### src/crossfade_fade_gain_soft_clip_defines.svh
// ----------------------------------------------------------------------------
// Assertion macros for the crossfade gain and soft clipper block
// Shared property forms, clocked on clk and disabled while in reset.
// ----------------------------------------------------------------------------
`ifndef CROSSFADE_FADE_GAIN_SOFT_CLIP_DEFINES_SVH
`define CROSSFADE_FADE_GAIN_SOFT_CLIP_DEFINES_SVH

// The consequent must hold in the same cycle as the antecedent.
`define CFGSC_ASSERT_SAME(lbl, ante, cons, msg) \
  lbl: assert property (@(posedge clk) disable iff (rst) (ante) |-> (cons)) else $error(msg);

// The consequent must hold in the cycle after the antecedent.
`define CFGSC_ASSERT_NEXT(lbl, ante, cons, msg) \
  lbl: assert property (@(posedge clk) disable iff (rst) (ante) |=> (cons)) else $error(msg);

`endif

### src/cfgsc_pkg.sv
// ----------------------------------------------------------------------------
// cfgsc_pkg
// Command and status types and fixed codes shared by the controller and
// the datapath of the crossfade gain and soft clipper.
// ----------------------------------------------------------------------------
package cfgsc_pkg;

  localparam logic [1:0] CMD_FRAME  = 2'd0;
  localparam logic [1:0] CMD_BEGIN  = 2'd1;
  localparam logic [1:0] CMD_REPEAT = 2'd2;
  localparam logic [1:0] CMD_SPARE  = 2'd3;

  localparam logic [2:0] REG_MASTER     = 3'd0;
  localparam logic [2:0] REG_XF_LEN     = 3'd1;
  localparam logic [2:0] REG_FI_LEN     = 3'd2;
  localparam logic [2:0] REG_FO_OFF     = 3'd3;
  localparam logic [2:0] REG_FO_OFF_REP = 3'd4;
  localparam logic [2:0] REG_FO_LEN     = 3'd5;

  localparam logic [1:0] F_XF = 2'd0;
  localparam logic [1:0] F_FI = 2'd1;
  localparam logic [1:0] F_FO = 2'd2;

  localparam int DIV_STEPS = 15;

  typedef struct packed {
    logic       accept;
    logic       prep;
    logic [1:0] fsel;
    logic       div_load;
    logic       div_step;
    logic       apply;
    logic       chan;
    logic       mul_in;
    logic       mul_old;
    logic       sum;
    logic       clip_a;
    logic       clip_b;
    logic       clip_c;
    logic       finish;
  } ctl_cmd_t;

  typedef struct packed {
    logic is_frame;
    logic factor_on;
  } dp_stat_t;

endpackage

### src/cfgsc_ctrl.sv
// ----------------------------------------------------------------------------
// cfgsc_ctrl
// Sequencer that walks one frame through the three gain factors, the two
// channel mixes and the soft clipper, and owns the output handshake.
// ----------------------------------------------------------------------------
`include "crossfade_fade_gain_soft_clip_defines.svh"

module cfgsc_ctrl
  import cfgsc_pkg::*;
(
  input  logic     clk,
  input  logic     rst,
  input  logic     in_valid,
  output logic     in_ready,
  output logic     out_valid,
  input  logic     out_ready,
  input  dp_stat_t stat,
  output ctl_cmd_t cmd
);

  typedef enum logic [11:0] {
    S_IDLE  = 12'b000000000001,
    S_PREP  = 12'b000000000010,
    S_DSEL  = 12'b000000000100,
    S_DIV   = 12'b000000001000,
    S_APPLY = 12'b000000010000,
    S_MULI  = 12'b000000100000,
    S_MULO  = 12'b000001000000,
    S_SUM   = 12'b000010000000,
    S_CLA   = 12'b000100000000,
    S_CLB   = 12'b001000000000,
    S_CLC   = 12'b010000000000,
    S_FIN   = 12'b100000000000
  } state_t;

  state_t     state, state_next;
  logic [1:0] fsel, fsel_next;
  logic [3:0] iter, iter_next;
  logic       chan, chan_next;
  logic       out_valid_next;
  logic       load_out;

  assign in_ready = (state == S_IDLE);
  assign load_out = (state == S_FIN) && (!out_valid || out_ready);

  always_comb begin
    state_next     = state;
    fsel_next      = fsel;
    iter_next      = iter;
    chan_next      = chan;
    cmd            = '0;
    cmd.fsel       = fsel;
    cmd.chan       = chan;
    out_valid_next = out_valid && !out_ready;
    case (state)
      S_IDLE: begin
        cmd.accept = in_valid;
        if (in_valid && stat.is_frame) begin
          state_next = S_PREP;
        end
      end
      S_PREP: begin
        cmd.prep   = 1'b1;
        fsel_next  = F_XF;
        state_next = S_DSEL;
      end
      S_DSEL: begin
        if (stat.factor_on) begin
          cmd.div_load = 1'b1;
          iter_next    = '0;
          state_next   = S_DIV;
        end else if (fsel == F_FO) begin
          chan_next  = 1'b0;
          state_next = S_MULI;
        end else begin
          fsel_next = fsel + 2'd1;
        end
      end
      S_DIV: begin
        cmd.div_step = 1'b1;
        iter_next    = iter + 4'd1;
        if (iter == 4'(DIV_STEPS - 1)) begin
          state_next = S_APPLY;
        end
      end
      S_APPLY: begin
        cmd.apply = 1'b1;
        if (fsel == F_FO) begin
          chan_next  = 1'b0;
          state_next = S_MULI;
        end else begin
          fsel_next  = fsel + 2'd1;
          state_next = S_DSEL;
        end
      end
      S_MULI: begin
        cmd.mul_in = 1'b1;
        state_next = S_MULO;
      end
      S_MULO: begin
        cmd.mul_old = 1'b1;
        state_next  = S_SUM;
      end
      S_SUM: begin
        cmd.sum    = 1'b1;
        state_next = S_CLA;
      end
      S_CLA: begin
        cmd.clip_a = 1'b1;
        state_next = S_CLB;
      end
      S_CLB: begin
        cmd.clip_b = 1'b1;
        state_next = S_CLC;
      end
      S_CLC: begin
        cmd.clip_c = 1'b1;
        if (chan) begin
          state_next = S_FIN;
        end else begin
          chan_next  = 1'b1;
          state_next = S_MULI;
        end
      end
      S_FIN: begin
        if (load_out) begin
          cmd.finish     = 1'b1;
          out_valid_next = 1'b1;
          state_next     = S_IDLE;
        end
      end
      default: begin
        state_next = S_IDLE;
      end
    endcase
  end

  always_ff @(posedge clk) begin
    if (rst) begin
      state     <= S_IDLE;
      fsel      <= F_XF;
      iter      <= '0;
      chan      <= 1'b0;
      out_valid <= 1'b0;
    end else begin
      state     <= state_next;
      fsel      <= fsel_next;
      iter      <= iter_next;
      chan      <= chan_next;
      out_valid <= out_valid_next;
    end
  end

  `CFGSC_ASSERT_SAME(a_div_bound, state == S_DIV, iter < 4'(DIV_STEPS), "divide overran")
  `CFGSC_ASSERT_NEXT(a_out_load, load_out, out_valid && state == S_IDLE, "result not posted")
  `CFGSC_ASSERT_SAME(a_apply_after_div, state == S_APPLY, $past(state) == S_DIV, "apply without divide")

endmodule

### config.mk
export PLATFORM = sky130hd
export DESIGN_NAME = cfgsc_ctrl
export DESIGN_NICKNAME = d
export VERILOG_FILES = /design/src/cfgsc_pkg.sv /design/src/cfgsc_ctrl.sv
export VERILOG_INCLUDE_DIRS = /design/src /design/src/src
export SDC_FILE = /design/constraint.sdc
export NUM_CORES = 1
export LEC_CHECK = 0
export BUFFER_PORTS_ARGS = -buffer_cell sky130_fd_sc_hd__buf_2
export CAP_MARGIN = 20
export CELL_PAD_IN_SITES_DETAIL_PLACEMENT = 0
export CELL_PAD_IN_SITES_GLOBAL_PLACEMENT = 1
export CORE_MARGIN = 3
export CORE_UTILIZATION = 40
export DETAILED_ROUTE_END_ITERATION = 8
export GPL_TIMING_DRIVEN = 0
export PLACE_DENSITY = 0.82
export SYNTH_ARGS = -nofsm -noshare
export SYNTH_HDL_FRONTEND = slang
export SYNTH_SLANG_ARGS = --single-unit
export TNS_END_PERCENT = 30
### constraint.sdc
create_clock -name clk -period 2.07 [get_ports clk]
set_clock_uncertainty 0.15 [all_clocks]
set_input_delay 0.207 -clock clk [delete_from_list [all_inputs] [get_ports clk]]
set_output_delay 0.207 -clock clk [all_outputs]
set_load 0.01 [all_outputs]
==> insert_results.sql, run 1 <==
INSERT INTO impl_metrics (metric_group, metric, value, unit) VALUES
('pwr', 'power_density', '572', 'mW/mm^2'),
('synthesis', 'synthXorXnorAreaFrac', '0.0271', ''),
('sta', 'rsz0062_at_grt', 'true', ''),
('worst_setup_path', 'critPathLaunch', 'state[2]', ''),
('clocking', 'clock_sinks', '20', ''),
('worst_setup_path', 'path_max_fanout', '4', ''),
('worst_setup_path', 'worst-setup-path-type', 'flip-flop to primary output', ''),
('finish', 'final_nets', '214', ''),
('synthesis', 'post-synth-top-area-fraction', '0.309', ''),
('grt', 'global_route_wire_length_before_repair', '5990', 'um'),
('finish', 'final_layout_size_suffix_gt1_frac', '0.417', ''),
('synthesis', 'synth_enable_flop_cells', '0', ''),
('pwr', 'overall_power_consumption', '1.02', 'mW'),
('pwr', 'vdd_drop_max', '0.000226', 'V'),
('min_path', 'min-delay-path-class', 'input pin to flip-flop', ''),
('drt', 'drc_errors', '0', ''),
('worst_setup_path', 'setup.worst_path.end_class', 'primary output', ''),
('grt', 'global_route.usage.total', '0.187', ''),
('outcome', 'run_status', 'finished with violations', ''),
('sta', 'setup_tns', '-1.48', 'ns'),
('finish', 'layout.cells.most_common_list', 'sky130_fd_sc_hd__buf_2, sky130_fd_sc_hd__buf_4, sky130_fd_sc_hd__nor2_1', ''),
('floorplan', 'dieHeight', '62.9', 'um'),
('placement', 'placed_cells_incl_taps', '226', ''),
('worst_setup_path', 'r2r_start', 'state[8]', ''),
('sta', 'highest_clock_rate', '425', 'MHz'),
('grt', 'pin_count_of_the_biggest_net_entering_global_routing', '12', ''),
('floorplan', 'fp-row-count', '20', ''),
('outcome', 'failed_checks', 'negative setup slack', ''),
('sta', 'finalSetupViolations', '11', ''),
('clocking', 'number_of_buffers_on_the_longest_clock_path', '2', ''),
('synthesis', 'synth_compound_area_frac', '0.131', ''),
('synthesis', 'synth.area.top_cells', 'sky130_fd_sc_hd__dfxtp_1, sky130_fd_sc_hd__nor2_1, sky130_fd_sc_hd__inv_1, sky130_fd_sc_hd__nor4_1, sky130_fd_sc_hd__nor4_4', ''),
('clocking', 'cts_tree', 'built', ''),
('drt', 'route.detailed.vias_per_inst', '5.55', ''),
('min_path', 'min_path_cells', '4', ''),
('synthesis', 'post_synth_mux_area_share', '0.0232', ''),
('sta', 'min_period_over_period', '1.14', ''),
('grt', 'grt-ovfl-total', '0', ''),
('drt', 'postRouteAntennaNets', '0', ''),
('clocking', 'worst_skew_pair.late_latency', '0.32', 'ns'),
('synthesis', 'async_reset_ff_frac', '0', ''),
('drt', 'drtIter0Drc', '81', ''),
('finish', 'area_delta_synth_final', '37.6', '%'),
('synthesis', 'count_of_synthesis_stage_warnings_from_yosys', '0', ''),
('synthesis', 'dominantRegCellSynth', 'sky130_fd_sc_hd__dfxtp_1', ''),
('synthesis', 'yosys_register_bits', '20', ''),
('pwr', 'power_leakage', '0.748', 'nW'),
('worst_setup_path', 'worst_setup_ep', 'cmd[5]', ''),
('floorplan', 'die_width', '62.9', 'um'),
('placement', 'hpwl_after_detailed_placement', '2400', 'um'),
('finish', 'postLayoutCoreUtil', '0.578', ''),
('grt', 'antenna_found_initial', '0', ''),
('worst_setup_path', 'timing.reg2reg.worst_path_depth', '9', ''),
('clocking', 'ctsRootBufferMaster', 'sky130_fd_sc_hd__clkbuf_4', ''),
('synthesis', 'share_of_synthesized_cell_area_in_full_adder_half_adder_and_majority_cells', '0.0290', ''),
('worst_setup_path', 'required', '1.71', 'ns'),
('sta', 'slew-limit-headroom', '0.609', ''),
('clocking', 'htreeDepth', '1', ''),
('synthesis', 'postSynthCellCount', '160', ''),
('sta', 'setup_ws', '-0.281', 'ns'),
('synthesis', 'synth.cell_area', '0.00129', 'sq mm'),
('sta', 'slew_violations', '0', ''),
('floorplan', 'effective_utilization_at_floorplan', '0.420', ''),
('grt', 'number_of_global_route_vias_before_repair', '1286', ''),
('placement', 'final_wtd_congestion', '0.845', ''),
('worst_setup_path', 'arrival', '1.99', 'ns'),
('finish', 'instances_no_fill', '248', ''),
('synthesis', 'synth-simple-area-share', '0.412', ''),
('clocking', 'path_clk_slew', '0.12', 'ns'),
('clocking', 'cts_buffers', '3', ''),
('worst_setup_path', 'crit-reg2reg-capture', 'iter[0]', '');
## critical path, cell delays in order (launching register included)
cell and delay (ns):
sky130_fd_sc_hd__dfxtp_2 0.35, sky130_fd_sc_hd__or4_4 0.54, sky130_fd_sc_hd__or4_4 0.53, sky130_fd_sc_hd__nor3_2 0.11, sky130_fd_sc_hd__buf_2 0.14
## kinds of logic (layout without fill, tap and decap cells)
group / count (synthesis) / after routing
buffers and inverters: 21 / 65
adder cells (fa/ha/maj): 3 / 3
multiplexers: 3 / 3
AND/OR/NAND/NOR: 84 / 84
XOR/XNOR: 4 / 4
AO/OA/AOI/OAI: 25 / 25
flip-flops: 20 / 20
## timing repair
action,4_1_cts,5_1_grt
pin swaps,12,9
cloned,0,0
resized for setup,25,15
hold buffers,0,0
buffers inserted,14,6
setup endpoints to repair,24,24
## through the flow
stage	area (sq um)	hold WS, ns
detailed placement	1460	0.320
floorplan	1290	0.241
global route	1780	0.0687
global placement	1460	0.313
finish	1780	0.0708
CTS	1670	0.0829
## report_power, final
part           internal (mW)  switching, mW  total, mW
clock network          0.108          0.136      0.244
logic                  0.173          0.196      0.368
registers              0.397        0.00979      0.407
total                  0.678          0.341       1.02
## layout make-up
class / instances / area, sq um
plain buffers: 7 / 41.3
clock buffers: 4 / 36.3
fillers: 279 / 1300
inverters: 12 / 45.0
multi-input cells: 119 / 906
flip-flops and latches: 20 / 417
well taps: 44 / 55.1
repair buffers: 42 / 280
## state kept, by name, summed over array words and instances, names as in the netlist
| name | cells |
|---|---|
| chan | 1 |
| iter | 4 |
| fsel | 2 |
| out_valid | 1 |
| state | 12 |
## synth_stat cells (all sizes together) (2+ instances only)
cell	instances
a21oi	8
a221oi	2
and4	2
buf	4
clkbuf	5
dfxtp	20
ha	3
inv	12
mux2i	3
nand2	7
nand2b	6
nand3	6
nand4	5
nor2	16
nor2b	3
nor3	6
nor4	11
nor4b	4
o2111ai	3
o21ai	4
or2	3
or3	4
or4	4
xor2	3
## metal layers
| layer | vias up | part of all wire | GRT usage |
|---|---|---|---|
| met5 | - | 0 | 0 |
| met4 | 0 | 0.010 | 0.0551 |
| met3 | 5 | 0.061 | 0.0306 |
| met2 | 51 | 0.48 | 0.323 |
| met1 | 644 | 0.45 | 0.237 |
| li1 | 677 | - | - |
## how the worst min path moves through the flow
stage | from | to | slack [ns]
finish | out_ready | out_valid | 0.07
global route | stat[1] | state[0] | 0.07
global placement | chan | state[11] | 0.31
detailed placement | chan | state[11] | 0.32
CTS | out_ready | out_valid | 0.08
floorplan | rst | fsel[0] | 0.24
(Power assumes the default switching activity.)
==> run 2, diff against run 1 <==
--- a/config.mk
+++ b/config.mk
@@ -6,15 +6,16 @@
 export SDC_FILE = /design/constraint.sdc
 export NUM_CORES = 1
 export LEC_CHECK = 0
+export ABC_AREA = 1
 export BUFFER_PORTS_ARGS = -buffer_cell sky130_fd_sc_hd__buf_2
 export CAP_MARGIN = 20
 export CELL_PAD_IN_SITES_DETAIL_PLACEMENT = 0
 export CELL_PAD_IN_SITES_GLOBAL_PLACEMENT = 1
 export CORE_MARGIN = 3
-export CORE_UTILIZATION = 40
+export CORE_UTILIZATION = 39
 export DETAILED_ROUTE_END_ITERATION = 8
 export GPL_TIMING_DRIVEN = 0
-export PLACE_DENSITY = 0.82
+export PLACE_DENSITY = 0.83
 export SYNTH_ARGS = -nofsm -noshare
 export SYNTH_HDL_FRONTEND = slang
 export SYNTH_SLANG_ARGS = --single-unit
==> insert_results.sql, run 2 <==
INSERT INTO impl_metrics (metric_group, metric, value, unit) VALUES
('outcome', 'run_status', 'finished, final reports clean', ''),
('clocking', 'worst_skew_pair.late_latency', '0.30', 'ns'),
('finish', 'max_reg_flops', '12', ''),
('sta', 'min_period_over_period', '0.919', ''),
('worst_setup_path', 'worst-setup-path-type', 'flip-flop to primary output', ''),
('synthesis', 'syn_area_per_cell', '6.67', 'sq um'),
('pwr', 'clock_power_share', '0.249', ''),
('pwr', 'switchingPower', '0.311', 'mW'),
('placement', 'preCtsSetupSlack', '0.507', 'ns'),
('synthesis', 'netlist-cell-type-count', '27', ''),
('synthesis', 'synth_compound_area_frac', '0.0706', ''),
('floorplan', 'die_width', '64.8', 'um'),
('synthesis', 'yosys_register_bits', '20', ''),
('finish', 'layout.cells.most_common_list', 'sky130_fd_sc_hd__inv_1, sky130_fd_sc_hd__nand2_1, sky130_fd_sc_hd__nor2_1, sky130_fd_sc_hd__buf_2, sky130_fd_sc_hd__dfxtp_1', ''),
('sta', 'setup_ws', '0.168', 'ns'),
('finish', 'register_containing_the_most_flip_flops_in_the_final_layout', 'state', ''),
('sta', 'rsz0062_at_grt', 'false', ''),
('synthesis', 'synth.largest_area_cell', 'sky130_fd_sc_hd__dfxtp_1', ''),
('synthesis', 'synth-simple-area-share', '0.448', ''),
('drt', 'postRouteAntennaNets', '0', ''),
('synthesis', 'ys_top_cells_by_count', 'sky130_fd_sc_hd__inv_1, sky130_fd_sc_hd__nand2_1, sky130_fd_sc_hd__nor2_1', ''),
('finish', 'area_delta_synth_final', '14.6', '%'),
('finish', 'layout_top_registers', 'state (12), iter (4), fsel (2)', ''),
('synthesis', 'dominantRegCellSynth', 'sky130_fd_sc_hd__dfxtp_1', ''),
('finish', 'insertedDiodeCount', '0', ''),
('pwr', 'switching_share', '0.338', ''),
('worst_setup_path', 'path_max_fanout', '9', ''),
('pwr', 'power_leakage', '0.836', 'nW'),
('synthesis', 'synthXorXnorAreaFrac', '0.0130', ''),
('synthesis', 'ys_seq_area_frac', '0.297', ''),
('finish', 'final_layout_size_suffix_gt1_frac', '0.282', ''),
('placement', 'final_wtd_congestion', '0.813', ''),
('sta', 'finalSetupViolations', '0', ''),
('synthesis', 'post_synth_mux_area_share', '0', ''),
('clocking', 'number_of_buffers_on_the_longest_clock_path', '2', ''),
('floorplan', 'die_footprint', '0.00420', 'sq mm'),
('worst_setup_path', 'timing.reg2reg.worst_path_depth', '8', ''),
('drt', 'route.detailed.vias_per_inst', '4.41', ''),
('synthesis', 'synth_enable_flop_cells', '0', ''),
('worst_setup_path', 'r2r_start', 'iter[0]', ''),
('drt', 'drtIter0Drc', '48', ''),
('drt', 'detailroute.via_count', '1196', ''),
('clocking', 'htreeDepth', '1', ''),
('placement', 'hpwl_after_detailed_placement', '2330', 'um'),
('pwr', 'logic_pwr_share', '0.297', ''),
('pwr', 'overall_power_consumption', '0.920', 'mW'),
('clocking', 'path_clk_slew', '0.11', 'ns'),
('synthesis', 'synth.cell_area', '0.00135', 'sq mm'),
('synthesis', 'synthesis.nets', '211', ''),
('pwr', 'power_density', '596', 'mW/mm^2'),
('drt', 'wl', '2760', 'um'),
('finish', 'layout.cells.most_common', 'sky130_fd_sc_hd__inv_1', ''),
('drt', 'post_drt_wl_per_cell', '10.2', 'um'),
('min_path', 'min_path_cells', '4', ''),
('pwr', 'vdd_drop_max', '0.000273', 'V'),
('sta', 'worst_hold_slack', '0.0349', 'ns'),
('drt', 'drt_pre_antenna_iters', '4', ''),
('pwr', 'power.share.sequential', '0.455', ''),
('clocking', 'clock_sinks', '20', ''),
('floorplan', 'fp-row-count', '20', ''),
('min_path', 'min_delay_endpoint', 'out_valid', ''),
('drt', 'drc_errors', '0', ''),
('job', 'maxCapViolations', '0', ''),
('floorplan', 'effective_utilization_at_floorplan', '0.424', ''),
('grt', 'global_route.usage.total', '0.149', ''),
('synthesis', 'share_of_synthesized_cell_area_in_full_adder_half_adder_and_majority_cells', '0.0279', ''),
('synthesis', 'synth.area.top_cells', 'sky130_fd_sc_hd__dfxtp_1, sky130_fd_sc_hd__inv_1, sky130_fd_sc_hd__nand2_1, sky130_fd_sc_hd__nand3_1, sky130_fd_sc_hd__nor2_1', ''),
('worst_setup_path', 'arrival', '1.55', 'ns'),
('clocking', 'cts_tree', 'built', ''),
('worst_setup_path', 'required', '1.71', 'ns'),
('synthesis', 'synth_top_family_by_area', 'simple AND/OR/NAND/NOR gates', ''),
('sta', 'report.final.hold_viol_count', '0', ''),
('synthesis', 'post-synth-top-area-fraction', '0.297', ''),
('grt', 'global_route_wire_length_before_repair', '4930', 'um'),
('floorplan', 'core_region_area', '0.00318', 'sq mm'),
('synthesis', 'postSynthCellCount', '202', ''),
('grt', 'number_of_global_route_vias_before_repair', '1166', ''),
('sta', 'setup_tns', '0', 'ns'),
('min_path', 'min-delay-path-class', 'input pin to flip-flop', ''),
('clocking', 'ctsRootBufferMaster', 'sky130_fd_sc_hd__clkbuf_4', ''),
('grt', 'pin_count_of_the_biggest_net_entering_global_routing', '12', ''),
('floorplan', 'i_o_pins', '23', ''),
('sta', 'post-route-min-period', '1.90', 'ns'),
('placement', 'port_buffers', '21', ''),
('worst_setup_path', 'critical_path.startpoint_type', 'flip-flop', ''),
('grt', 'antenna_found_initial', '0', ''),
('clocking', 'post_cts_resize_count', '0', ''),
('worst_setup_path', 'crit-reg2reg-capture', 'state[8]', ''),
('clocking', 'post-cts-setup-buffer-count', '0', ''),
('finish', 'final_nets', '237', ''),
('sta', 'slew-limit-headroom', '0.748', ''),
('pwr', 'power_report.internal_total', '0.609', 'mW'),
('clocking', 'cts_buffers', '3', ''),
('clocking', 'cts_hold_buf', '0', ''),
('floorplan', 'dieHeight', '64.8', 'um'),
('sta', 'highest_clock_rate', '526', 'MHz'),
('min_path', 'critical_hold_path_startpoint', 'out_ready', ''),
('synthesis', 'count_of_synthesis_stage_warnings_from_yosys', '0', ''),
('sta', 'worst-slew-pin-transition', '0.378', 'ns'),
('synthesis', 'async_reset_ff_frac', '0', ''),
('synthesis', 'post-synth-top-count-cell', 'sky130_fd_sc_hd__inv_1', ''),
('grt', 'grt-ovfl-total', '0', ''),
('sta', 'slew_violations', '0', ''),
('worst_setup_path', 'setup.worst_path.end_class', 'primary output', ''),
('worst_setup_path', 'setup.reg_to_reg.worst_slack', '0.50', 'ns');
==> run 2: cell types whose count changed after synthesis, moves of 6 or more <==
cell / delta
sky130_fd_sc_hd__nor2_2: +9
sky130_fd_sc_hd__nor2_1: +6
sky130_fd_sc_hd__nand2b_1: -6
sky130_fd_sc_hd__nand2_2: +8
sky130_fd_sc_hd__inv_1: +30
sky130_fd_sc_hd__nand2_1: +24
sky130_fd_sc_hd__nand3_1: +13
==> run 2: per-layer routing <==
layer,GRT usage,wire (um)
met3,0.0243,116
met2,0.239,1240
met1,0.200,1360
met4,0.0554,41
met5,0,0
==> run 2: kinds of logic (layout without fill, tap and decap cells) <==
family                   Yosys count  in the layout
XOR/XNOR                           2              2
flip-flops                        20             20
AO/OA/AOI/OAI                     16             16
AND/OR/NAND/NOR                  112            112
buffers and inverters             49             74
adder cells (fa/ha/maj)            3              3
==> run 2: how the worst max path moves through the flow <==
stage	to	cells after the start	from	slack (ns)
after floorplan	state[9]	5	state[11]	0.60
after global placement	cmd[10]	6	state[4]	0.49
after detailed placement	cmd[10]	6	state[4]	0.51
after CTS	cmd[10]	6	state[4]	0.15
after global routing	cmd[10]	6	state[4]	0.02
final	cmd[10]	6	state[4]	0.17
==> run 2: layout make-up <==
class / count / area, sq um
inverters: 45 / 169
clock buffers: 4 / 36.3
flip-flops and latches: 20 / 400
fillers: 385 / 1630
plain buffers: 4 / 23.8
repair buffers: 21 / 105
multi-input cells: 133 / 754
well taps: 44 / 55.1
==> run 2: power by group through the flow <==
stage	combinational (mW)	clock, mW	sequential (mW)
after CTS	0.278	0.241	0.419
after detailed placement	0.277	0	0.427
after global routing	0.311	0.262	0.422
final	0.273	0.229	0.418
after floorplan	0.211	0	0.427
after global placement	0.276	0	0.427
==> run 2: per-stage QoR <==
step	util	instances	instance area, sq um
global route	0.486	271	1540
global placement	0.474	267	1510
detailed placement	0.474	267	1510
CTS	0.486	271	1540
finish	0.486	271	1540
floorplan	-	202	1350
==> run 2: critical path, cell delays in order, from the launching register on <==
cell and delay, ns:
sky130_fd_sc_hd__dfxtp_1 0.35, sky130_fd_sc_hd__nor2_2 0.16, sky130_fd_sc_hd__nand2_4 0.12, sky130_fd_sc_hd__nor2_8 0.19
sky130_fd_sc_hd__nand2_2 0.10, sky130_fd_sc_hd__nor2_4 0.16, sky130_fd_sc_hd__buf_2 0.16
